==> src/rtl/core/sird_pkg.sv <==
// ----------------------------------------------------------------------------
// sird_pkg
// Shared constants, types and state codes of the radix digit converter.
// ----------------------------------------------------------------------------
`default_nettype none

package sird_pkg;

	localparam int MAX_SYMBOLS = 64;
	localparam int SYM_AW      = $clog2(MAX_SYMBOLS);
	localparam int RADIX_W     = 7;
	localparam int VALUE_W     = 32;
	localparam int CHAR_W      = 8;
	localparam int STACK_DEPTH = 32;
	localparam int STACK_AW    = $clog2(STACK_DEPTH);
	localparam int CNT_W       = STACK_AW + 1;
	localparam int DIV_CNT_W   = $clog2(VALUE_W);

	localparam logic [CHAR_W-1:0] CH_NUL   = 8'h00;
	localparam logic [CHAR_W-1:0] CH_PLUS  = 8'h2B;
	localparam logic [CHAR_W-1:0] CH_MINUS = 8'h2D;
	localparam logic [CHAR_W-1:0] CTRL_LO  = 8'd9;
	localparam logic [CHAR_W-1:0] CTRL_HI  = 8'd13;

	localparam logic KIND_SYMBOL  = 1'b0;
	localparam logic KIND_CONVERT = 1'b1;

	typedef enum logic [2:0] {
		ST_IDLE,
		ST_CHECK,
		ST_DIV,
		ST_SIGN,
		ST_POP,
		ST_SYM,
		ST_OUT
	} state_t;

	typedef struct packed {
		logic done;
		logic ok;
	} chk_stat_t;

	typedef struct packed {
		logic               done;
		logic [VALUE_W-1:0] quot;
		logic [SYM_AW-1:0]  rem;
	} div_res_t;

endpackage

`default_nettype wire

==> src/rtl/core/sird_ram.sv <==
// ----------------------------------------------------------------------------
// sird_ram
// Generic single write port, single read port RAM with registered read data.
// ----------------------------------------------------------------------------
`default_nettype none

module sird_ram #(
	parameter int WIDTH = 8,
	parameter int DEPTH = 64
) (
	input  wire                      clk,
	input  wire                      we,
	input  wire  [$clog2(DEPTH)-1:0] waddr,
	input  wire  [WIDTH-1:0]         wdata,
	input  wire                      re,
	input  wire  [$clog2(DEPTH)-1:0] raddr,
	output logic [WIDTH-1:0]         rdata
);

	logic [WIDTH-1:0] mem_q [DEPTH];
	logic [WIDTH-1:0] rdata_q;

	always_ff @(posedge clk) begin
		if (we) begin
			mem_q[waddr] <= wdata;
		end
		if (re) begin
			rdata_q <= mem_q[raddr];
		end
	end

	assign rdata = rdata_q;

endmodule

`default_nettype wire

==> src/rtl/core/sird_check.sv <==
// ----------------------------------------------------------------------------
// sird_check
// Sweeps the symbol table once per conversion and flags forbidden or
// repeated symbols with a bitmap of the byte values already seen.
// ----------------------------------------------------------------------------
`default_nettype none

module sird_check (
	input  wire                                clk,
	input  wire                                arst_n,
	input  wire                                start,
	input  wire  [sird_pkg::RADIX_W-1:0]       radix,
	output logic                               rd_en,
	output logic [sird_pkg::SYM_AW-1:0]        rd_addr,
	input  wire  [sird_pkg::CHAR_W-1:0]        rd_data,
	output sird_pkg::chk_stat_t                stat
);

	logic                         busy_q;
	logic                         done_q;
	logic                         ok_q;
	logic                         pend_s1;
	logic [sird_pkg::RADIX_W-1:0] idx_q;
	logic [(1 << sird_pkg::CHAR_W)-1:0] seen_q;
	logic                         range_ok;
	logic                         bad;

	assign range_ok = (radix >= sird_pkg::RADIX_W'(2)) &&
		(radix <= sird_pkg::RADIX_W'(sird_pkg::MAX_SYMBOLS));
	assign rd_en    = busy_q && (idx_q < radix);
	assign rd_addr  = idx_q[sird_pkg::SYM_AW-1:0];

	always_comb begin
		bad = seen_q[rd_data];
		if (rd_data == sird_pkg::CH_NUL || rd_data == sird_pkg::CH_PLUS ||
				rd_data == sird_pkg::CH_MINUS) begin
			bad = 1'b1;
		end
		if (rd_data >= sird_pkg::CTRL_LO && rd_data <= sird_pkg::CTRL_HI) begin
			bad = 1'b1;
		end
	end

	always_ff @(posedge clk or negedge arst_n) begin
		if (!arst_n) begin
			busy_q  <= 1'b0;
			done_q  <= 1'b0;
			ok_q    <= 1'b0;
			pend_s1 <= 1'b0;
			idx_q   <= '0;
		end else begin
			done_q <= 1'b0;
			if (start) begin
				ok_q    <= range_ok;
				busy_q  <= range_ok;
				done_q  <= !range_ok;
				idx_q   <= '0;
				pend_s1 <= 1'b0;
			end else if (busy_q) begin
				pend_s1 <= rd_en;
				if (rd_en) begin
					idx_q <= idx_q + sird_pkg::RADIX_W'(1);
				end
				if (pend_s1 && bad) begin
					ok_q <= 1'b0;
				end
				if (!rd_en && !pend_s1) begin
					busy_q <= 1'b0;
					done_q <= 1'b1;
				end
			end
		end
	end

	always_ff @(posedge clk) begin
		if (start) begin
			seen_q <= '0;
		end else if (busy_q && pend_s1) begin
			seen_q[rd_data] <= 1'b1;
		end
	end

	assign stat.done = done_q;
	assign stat.ok   = ok_q;

endmodule

`default_nettype wire

==> src/rtl/core/sird_div.sv <==
// ----------------------------------------------------------------------------
// sird_div
// Bit-serial restoring divider: one dividend bit per cycle, giving the
// quotient and the remainder of a 32-bit magnitude by the radix.
// ----------------------------------------------------------------------------
`default_nettype none

module sird_div (
	input  wire                               clk,
	input  wire                               arst_n,
	input  wire                               start,
	input  wire  [sird_pkg::VALUE_W-1:0]      dividend,
	input  wire  [sird_pkg::RADIX_W-1:0]      divisor,
	output sird_pkg::div_res_t                res
);

	logic                           busy_q;
	logic                           done_q;
	logic [sird_pkg::DIV_CNT_W-1:0] cnt_q;
	logic [sird_pkg::VALUE_W-1:0]   q_q;
	logic [sird_pkg::SYM_AW-1:0]    rem_q;
	logic [sird_pkg::RADIX_W-1:0]   dvs_q;
	logic [sird_pkg::RADIX_W-1:0]   trial;
	logic [sird_pkg::RADIX_W-1:0]   diff;
	logic                           ge;

	assign trial = {rem_q, q_q[sird_pkg::VALUE_W-1]};
	assign ge    = (trial >= dvs_q);
	assign diff  = trial - dvs_q;

	always_ff @(posedge clk or negedge arst_n) begin
		if (!arst_n) begin
			busy_q <= 1'b0;
			done_q <= 1'b0;
			cnt_q  <= '0;
		end else begin
			done_q <= 1'b0;
			if (start) begin
				busy_q <= 1'b1;
				cnt_q  <= '0;
			end else if (busy_q) begin
				cnt_q <= cnt_q + sird_pkg::DIV_CNT_W'(1);
				if (cnt_q == sird_pkg::DIV_CNT_W'(sird_pkg::VALUE_W - 1)) begin
					busy_q <= 1'b0;
					done_q <= 1'b1;
				end
			end
		end
	end

	always_ff @(posedge clk) begin
		if (start) begin
			q_q   <= dividend;
			rem_q <= '0;
			dvs_q <= divisor;
		end else if (busy_q) begin
			q_q   <= {q_q[sird_pkg::VALUE_W-2:0], ge};
			rem_q <= ge ? diff[sird_pkg::SYM_AW-1:0] : trial[sird_pkg::SYM_AW-1:0];
		end
	end

	assign res.done = done_q;
	assign res.quot = q_q;
	assign res.rem  = rem_q;

endmodule

`default_nettype wire

==> src/rtl/core/signed_integer_to_radix_digits_unit.sv <==
// ----------------------------------------------------------------------------
// signed_integer_to_radix_digits_unit
// Converts a signed 32-bit value into digit characters of a loadable symbol
// table, after checking that the table is usable.
// ----------------------------------------------------------------------------
//  Channel  Signals                                      Direction
//  req      req_valid, req_stall, kind, value,           in
//           symbol_index, symbol
//  chr      chr_valid, chr_stall, character, last         out
//  cfg      cfg_we, cfg_wdata (radix)                     in
//
// A conversion with a radix in range first checks the table, then runs the
// bit-serial divider once per digit, then sends a minus sign for a negative
// value and the digit characters, most significant first; chr_stall can hold
// the output.
// One item is in work at a time; req_stall is high until it is finished.
// Reset clears the control state and radix; the symbol table holds garbage
// until written.
// ----------------------------------------------------------------------------
`default_nettype none

module signed_integer_to_radix_digits_unit (
	input  wire                               clk,
	input  wire                               arst_n,
	input  wire                               req_valid,
	output logic                              req_stall,
	input  wire                               kind,
	input  wire  signed [sird_pkg::VALUE_W-1:0] value,
	input  wire  [sird_pkg::SYM_AW-1:0]       symbol_index,
	input  wire  [sird_pkg::CHAR_W-1:0]       symbol,
	output logic                              chr_valid,
	input  wire                               chr_stall,
	output logic [sird_pkg::CHAR_W-1:0]       character,
	output logic                              last,
	input  wire                               cfg_we,
	input  wire  [sird_pkg::RADIX_W-1:0]      cfg_wdata
);

	sird_pkg::state_t              state_q;
	sird_pkg::state_t              state_d;
	logic [sird_pkg::RADIX_W-1:0]  radix_q;
	logic                          neg_q;
	logic [sird_pkg::VALUE_W-1:0]  mag_q;
	logic [sird_pkg::CNT_W-1:0]    n_q;
	logic                          chr_valid_q;
	logic [sird_pkg::CHAR_W-1:0]   character_q;
	logic                          last_q;

	logic                          accept;
	logic                          slot_free;
	logic                          div_more;
	logic                          chk_start;
	logic                          div_start;
	logic                          sym_we;
	logic                          sym_re;
	logic [sird_pkg::SYM_AW-1:0]   sym_raddr;
	logic [sird_pkg::CHAR_W-1:0]   sym_rdata;
	logic                          stk_re;
	logic [sird_pkg::SYM_AW-1:0]   stk_rdata;
	logic                          out_load;
	logic [sird_pkg::CHAR_W-1:0]   out_char;
	logic                          out_last;
	logic                          chk_re;
	logic [sird_pkg::SYM_AW-1:0]   chk_addr;
	sird_pkg::chk_stat_t           chk_stat;
	sird_pkg::div_res_t            div_res;

	assign accept    = req_valid && !req_stall;
	assign slot_free = !chr_valid_q || !chr_stall;
	assign div_more  = (div_res.quot != '0) &&
		(n_q != sird_pkg::CNT_W'(sird_pkg::STACK_DEPTH - 1));

	sird_ram #(
		.WIDTH(sird_pkg::CHAR_W),
		.DEPTH(sird_pkg::MAX_SYMBOLS)
	) u_sym_ram (
		.clk  (clk),
		.we   (sym_we),
		.waddr(symbol_index),
		.wdata(symbol),
		.re   (sym_re),
		.raddr(sym_raddr),
		.rdata(sym_rdata)
	);

	sird_ram #(
		.WIDTH(sird_pkg::SYM_AW),
		.DEPTH(sird_pkg::STACK_DEPTH)
	) u_stk_ram (
		.clk  (clk),
		.we   (div_res.done),
		.waddr(n_q[sird_pkg::STACK_AW-1:0]),
		.wdata(div_res.rem),
		.re   (stk_re),
		.raddr(sird_pkg::STACK_AW'(n_q - sird_pkg::CNT_W'(1))),
		.rdata(stk_rdata)
	);

	sird_check u_check (
		.clk    (clk),
		.arst_n (arst_n),
		.start  (chk_start),
		.radix  (radix_q),
		.rd_en  (chk_re),
		.rd_addr(chk_addr),
		.rd_data(sym_rdata),
		.stat   (chk_stat)
	);

	sird_div u_div (
		.clk     (clk),
		.arst_n  (arst_n),
		.start   (div_start),
		.dividend(div_res.done ? div_res.quot : mag_q),
		.divisor (radix_q),
		.res     (div_res)
	);

	always_comb begin
		state_d = state_q;
		case (state_q)
			sird_pkg::ST_IDLE: begin
				if (accept && kind == sird_pkg::KIND_CONVERT) begin
					state_d = sird_pkg::ST_CHECK;
				end
			end
			sird_pkg::ST_CHECK: begin
				if (chk_stat.done) begin
					state_d = chk_stat.ok ? sird_pkg::ST_DIV : sird_pkg::ST_IDLE;
				end
			end
			sird_pkg::ST_DIV: begin
				if (div_res.done && !div_more) begin
					state_d = neg_q ? sird_pkg::ST_SIGN : sird_pkg::ST_POP;
				end
			end
			sird_pkg::ST_SIGN: begin
				if (slot_free) begin
					state_d = sird_pkg::ST_POP;
				end
			end
			sird_pkg::ST_POP: begin
				state_d = sird_pkg::ST_SYM;
			end
			sird_pkg::ST_SYM: begin
				state_d = sird_pkg::ST_OUT;
			end
			sird_pkg::ST_OUT: begin
				if (slot_free) begin
					state_d = (n_q == sird_pkg::CNT_W'(1)) ? sird_pkg::ST_IDLE
						: sird_pkg::ST_POP;
				end
			end
			default: begin
				state_d = sird_pkg::ST_IDLE;
			end
		endcase
	end

	always_comb begin
		req_stall = 1'b1;
		sym_we    = 1'b0;
		chk_start = 1'b0;
		div_start = 1'b0;
		stk_re    = 1'b0;
		sym_re    = chk_re;
		sym_raddr = chk_addr;
		out_load  = 1'b0;
		out_char  = sym_rdata;
		out_last  = 1'b0;
		case (state_q)
			sird_pkg::ST_IDLE: begin
				req_stall = 1'b0;
				sym_we    = accept && kind == sird_pkg::KIND_SYMBOL;
				chk_start = accept && kind == sird_pkg::KIND_CONVERT;
			end
			sird_pkg::ST_CHECK: begin
				div_start = chk_stat.done && chk_stat.ok;
			end
			sird_pkg::ST_DIV: begin
				div_start = div_res.done && div_more;
			end
			sird_pkg::ST_SIGN: begin
				out_load = slot_free;
				out_char = sird_pkg::CH_MINUS;
			end
			sird_pkg::ST_POP: begin
				stk_re = 1'b1;
			end
			sird_pkg::ST_SYM: begin
				sym_re    = 1'b1;
				sym_raddr = stk_rdata;
			end
			sird_pkg::ST_OUT: begin
				out_load = slot_free;
				out_last = (n_q == sird_pkg::CNT_W'(1));
			end
			default: begin
				req_stall = 1'b1;
			end
		endcase
	end

	always_ff @(posedge clk or negedge arst_n) begin
		if (!arst_n) begin
			state_q     <= sird_pkg::ST_IDLE;
			radix_q     <= '0;
			chr_valid_q <= 1'b0;
			n_q         <= '0;
		end else begin
			state_q <= state_d;
			if (cfg_we) begin
				radix_q <= cfg_wdata;
			end
			if (out_load) begin
				chr_valid_q <= 1'b1;
			end else if (!chr_stall) begin
				chr_valid_q <= 1'b0;
			end
			if (chk_start) begin
				n_q <= '0;
			end else if (state_q == sird_pkg::ST_DIV && div_res.done) begin
				n_q <= n_q + sird_pkg::CNT_W'(1);
			end else if (state_q == sird_pkg::ST_OUT && out_load) begin
				n_q <= n_q - sird_pkg::CNT_W'(1);
			end
		end
	end

	always_ff @(posedge clk) begin
		if (chk_start) begin
			neg_q <= value[sird_pkg::VALUE_W-1];
			mag_q <= value[sird_pkg::VALUE_W-1] ? (~value + sird_pkg::VALUE_W'(1))
				: value;
		end
		if (out_load) begin
			character_q <= out_char;
			last_q      <= out_last;
		end
	end

	assign chr_valid = chr_valid_q;
	assign character = character_q;
	assign last      = last_q;

	a_load_free: assert property (@(posedge clk) disable iff (!arst_n)
		out_load |-> (!chr_valid_q || !chr_stall))
		else $error("Output register loaded while an item still waits.");

	a_stack_bound: assert property (@(posedge clk) disable iff (!arst_n)
		n_q <= sird_pkg::CNT_W'(sird_pkg::STACK_DEPTH))
		else $error("Digit count exceeds the stack depth.");

	a_div_state: assert property (@(posedge clk) disable iff (!arst_n)
		div_res.done |-> state_q == sird_pkg::ST_DIV)
		else $error("Divider finished outside the division phase.");

	a_chk_state: assert property (@(posedge clk) disable iff (!arst_n)
		chk_stat.done |-> state_q == sird_pkg::ST_CHECK)
		else $error("Table check finished outside the check phase.");

	a_pop_nonempty: assert property (@(posedge clk) disable iff (!arst_n)
		state_q == sird_pkg::ST_POP |-> n_q != '0)
		else $error("Digit stack read while empty.");

endmodule

`default_nettype wire
==> config.mk <==
export PLATFORM = sky130hd
export DESIGN_NAME = signed_integer_to_radix_digits_unit
export DESIGN_NICKNAME = d
export VERILOG_FILES = /design/src/rtl/core/sird_pkg.sv /design/src/rtl/core/sird_ram.sv /design/src/rtl/core/sird_check.sv /design/src/rtl/core/sird_div.sv /design/src/rtl/core/signed_integer_to_radix_digits_unit.sv
export SDC_FILE = /design/constraint.sdc
export NUM_CORES = 2
export LEC_CHECK = 0
export ABC_AREA = 1
export CORE_MARGIN = 8
export CORE_UTILIZATION = 51
export DETAILED_ROUTE_END_ITERATION = 8
export DONT_BUFFER_PORTS = 1
export PLACE_DENSITY = 0.74
export SLEW_MARGIN = 20
export SYNTH_ARGS = -nofsm -noshare
export SYNTH_HDL_FRONTEND = slang
export SYNTH_HIERARCHICAL = 1
export SYNTH_SLANG_ARGS = --single-unit
==> constraint.sdc <==
create_clock -name clk -period 3.3 [get_ports clk]
set_clock_uncertainty 0.15 [all_clocks]
set_input_delay 0.165 -clock clk [delete_from_list [all_inputs] [get_ports clk]]
set_output_delay 0.165 -clock clk [all_outputs]
set_load 0.1 [all_outputs]
==> results.toml <==
[final_layout]
final_net_count = 5162
post-route-util_pct = 57.9
final_area_sq_mm = 0.0541
drive_above_1_share_pct = 8.89
areaGrowthSynthToFinish_pct = 12.5

[synth]
netlist_top_cells_count = "1,735 x sky130_fd_sc_hd__nand2_1, 799 x sky130_fd_sc_hd__edfxtp_1, 640 x sky130_fd_sc_hd__nand3_1"
ys_async_sr_fraction_pct = 3.19
synth_area_leader_cell = "sky130_fd_sc_hd__edfxtp_1"
syn_nets = 5089
yosysUniqueCellTypes = 52
post-synth-top-count-cell = "sky130_fd_sc_hd__nand2_1"
yosys_most_used_dff = "sky130_fd_sc_hd__edfxtp_1"
synth-edff-count = 799
netlist_instances = 5008
ys_ff_latch = 1096
synth.yosys.seq_area_share_pct = 62.6
yosysTopAreaCellShare_pct = 49.9
total_of_warnings_raised_by_yosys = 6
synth_area_per_cell_sq_um = 9.60
synth.area.top_cells = "sky130_fd_sc_hd__edfxtp_1 50%, sky130_fd_sc_hd__nand2_1 14%, sky130_fd_sc_hd__dfxtp_1 11%"
netlist_area_sq_mm = 0.0481

[cts]
clkLatencyLatePin_ps = 700
max-clock-path-buffers = 3
cts.sinks = 1096
cts.reportedPaths.clkPinSlew_ps = 60
tritoncts = "built"
postCtsSetupRepairBufs = 0
clock_tree.htree_level_count = 3
cts-buffers-inserted = 108
ctsRootBufferMaster = "sky130_fd_sc_hd__clkbuf_16"

[worst_setup_path]
critical_path_class = "reg2reg"
cp_data_arrival_time_ps = 3270
worst_path_slowest_cell = "sky130_fd_sc_hd__dlygate4sd3_1"
crit_top_cell = "sky130_fd_sc_hd__buf_4"
crit_fanout = 9
critical_path_endpoint_category = "flop"
worstPathCellList = "inv_2 > nand2_2 > nor2_4 > nand2_1 > nor2_1 > buf_4 > nand4_1 > nor4_1 > dlygate4sd3_1 > buf_4"
worst_setup_sp_type = "flop"
timing.critical_path.slowest_cell_delay_ps = 600
path_delay_family = "buffers and inverters"
path_buf_inv = 4
wp_data_required_ps = 3560

[min_path]
hold_path_class = "in2reg"

[global_route]
grt_first_pass_wirelength_um = 192000
largest_net_degree_at_the_start_of_global_routing = 145
grt_use_total_pct = 23.3
grt.overflow.total = 0
initial_antenna_violation_count = 4
vias_in_the_first_global_route = 33913

[placed_design]
postPlaceCellArea_sq_mm = 0.0492
place_congestion = 0.887
io_buffer_count = 0
place.detailed.hpwl_um = 74400

[route]
drt_pre_antenna_iters = 7
routed_via_density = 5.62
route.detailed.wl_per_inst_um = 19.4
routed_wirelength_um = 125000
via_count = 36133
drt_first_iter_violations = 4599
ant_nets = 0
drc = 0

[power_and_ir_drop]
report.power.total_mw = 42.0
power_frac_comb_pct = 30.7
sw_power_mw = 15.2
p_int_mw = 26.8
p_leak_nw = 20.9
vdd.ir_drop.worst_v = 0.000809
pwr-share-clk_pct = 29.7
power.sequential.fraction_pct = 39.6
p_sw_share_pct = 36.2
power.density_cell_area_mw_per_mm2 = 778

[run_status]
outcome = "completed"

[floorplanning]
initial_core_util_pct = 51.5
floorplan.die.height_um = 323
io_pins = 70
die_width_um = 323
core.rowCount = 112
core_region_area_sq_mm = 0.0933
floorplan.die_area_sq_mm = 0.104

[sta]
timing.fmax_mhz = 331
finalWorstPathRequiredPeriod_ps = 3020
rsz0062_at_grt = "false"
final_min_period_over_clock_period_pct = 91.5
finalSetupViolCount = 0
finalSetupTns_ps = 0
worst-slew-pin-transition_ps = 1130
maxSlewViolCount = 0
timing.max_slew.rel_slack_pct = 25.0
finalHoldViolations = 0

[flow_run]
timing.max_cap.violations = 0
==> layout make-up <==
type,count,area [sq um]
clock buffer,146,3010
fill,7654,39300
timing repair buffer,246,2510
sequential,1096,30100
multi-input combinational,3369,15200
tap,1254,1570
clock inverter,57,637
inverter,260,996
antenna,5,12.5
==> flip-flops by register name, indices dropped and copies added, names as in the netlist, 8 cells and up <==
name,flops
mag_q,32
u_check/seen_q,256
u_div/q_q,32
u_sym_ram/mem_q,512
u_stk_ram/mem_q,192
u_sym_ram/rdata,8
character,8
==> layer usage <==
layer  global-route usage, %  up-vias  share of wire [%]
met1                    32.3    17132                 41
met5                       0        -              0.010
met2                    37.0     1820                 46
met4                    8.00        2                3.2
met3                    4.29      301                9.8
li1                        -    16878                  -
==> worst register-to-register path: cells and delay by family (launching register included) <==
family,cells,cell delay (ps)
buffers and inverters,4,1110
and+or+nand+nor,6,1050
DFF,1,440
==> cell usage in the layout, fill, tap and decap left out, types with 19 or more instances in the layout <==
cell type,netlist,routed
sky130_fd_sc_hd__a21oi_1,275,275
sky130_fd_sc_hd__buf_12,0,22
sky130_fd_sc_hd__buf_4,36,123
sky130_fd_sc_hd__clkbuf_1,80,22
sky130_fd_sc_hd__clkbuf_16,0,112
sky130_fd_sc_hd__clkinv_2,0,22
sky130_fd_sc_hd__dfrtp_1,35,35
sky130_fd_sc_hd__dfxtp_1,262,262
sky130_fd_sc_hd__dlygate4sd3_1,0,92
sky130_fd_sc_hd__edfxtp_1,799,799
sky130_fd_sc_hd__ha_1,21,21
sky130_fd_sc_hd__inv_1,236,234
sky130_fd_sc_hd__mux2_2,45,43
sky130_fd_sc_hd__nand2_1,1735,1735
sky130_fd_sc_hd__nand3_1,640,640
sky130_fd_sc_hd__nand4_1,29,29
sky130_fd_sc_hd__nor2_1,356,354
sky130_fd_sc_hd__nor3_1,19,19
sky130_fd_sc_hd__o21ai_0,24,24
sky130_fd_sc_hd__o21ai_1,103,103
sky130_fd_sc_hd__xor2_1,28,27
==> power by group through the flow <==
stage | clock network (mW) | logic [mW] | registers, mW
2_1_floorplan | 0 | 8.95 | 16.9
3_3_place_gp | 0 | 12.1 | 16.9
3_5_place_dp | 0 | 12.3 | 16.9
4_1_cts | 12.7 | 12.7 | 16.7
5_1_grt | 13.2 | 14.1 | 16.7
6_report | 12.5 | 12.9 | 16.7
==> stage by stage <==
stage	hold WS (ps)	worst slack [ps]	instances
after global routing	61.1	8.55	6429
final	55.1	281	6433
after detailed placement	-276	356	6122
after global placement	-276	396	6122
after floorplan	-281	315	5008
after CTS	6.50	341	6427
==> what timing repair did <==
action | 4_1_cts | 5_1_grt
hold buffers | 102 | 1
gates resized for setup | 0 | 0
endpoints found under the hold margin | 916 | 1
==> logic make-up after synthesis <==
group | after synthesis | share of synthesized area (%)
flip-flops | 1096 | 62.6
AO/OA/AOI/OAI | 423 | 4.55
AND/OR/NAND/NOR | 2849 | 24.8
XOR/XNOR | 30 | 0.547
adder cells (fa/ha/maj) | 22 | 0.588
multiplexers | 45 | 1.05
buffers and inverters | 543 | 5.81
==> final timing paths <==
kind	slack (ps)	end	from	depth (start not counted)
max	280	u_sym_ram/mem_q[53][0]	state_q[1]	10
min	60	u_sym_ram/mem_q[22][2]	symbol_index[1]	4
max reg2reg	280	u_sym_ram/mem_q[53][0]	state_q[1]	10
min reg2reg	300	u_check/seen_q[255]	u_check/seen_q[255]	2
max in group asynchronous	2360	n_q[1]	arst_n	4
min in group asynchronous	410	chr_valid	arst_n	4
Note: power is estimated with default switching activity, not from simulation.
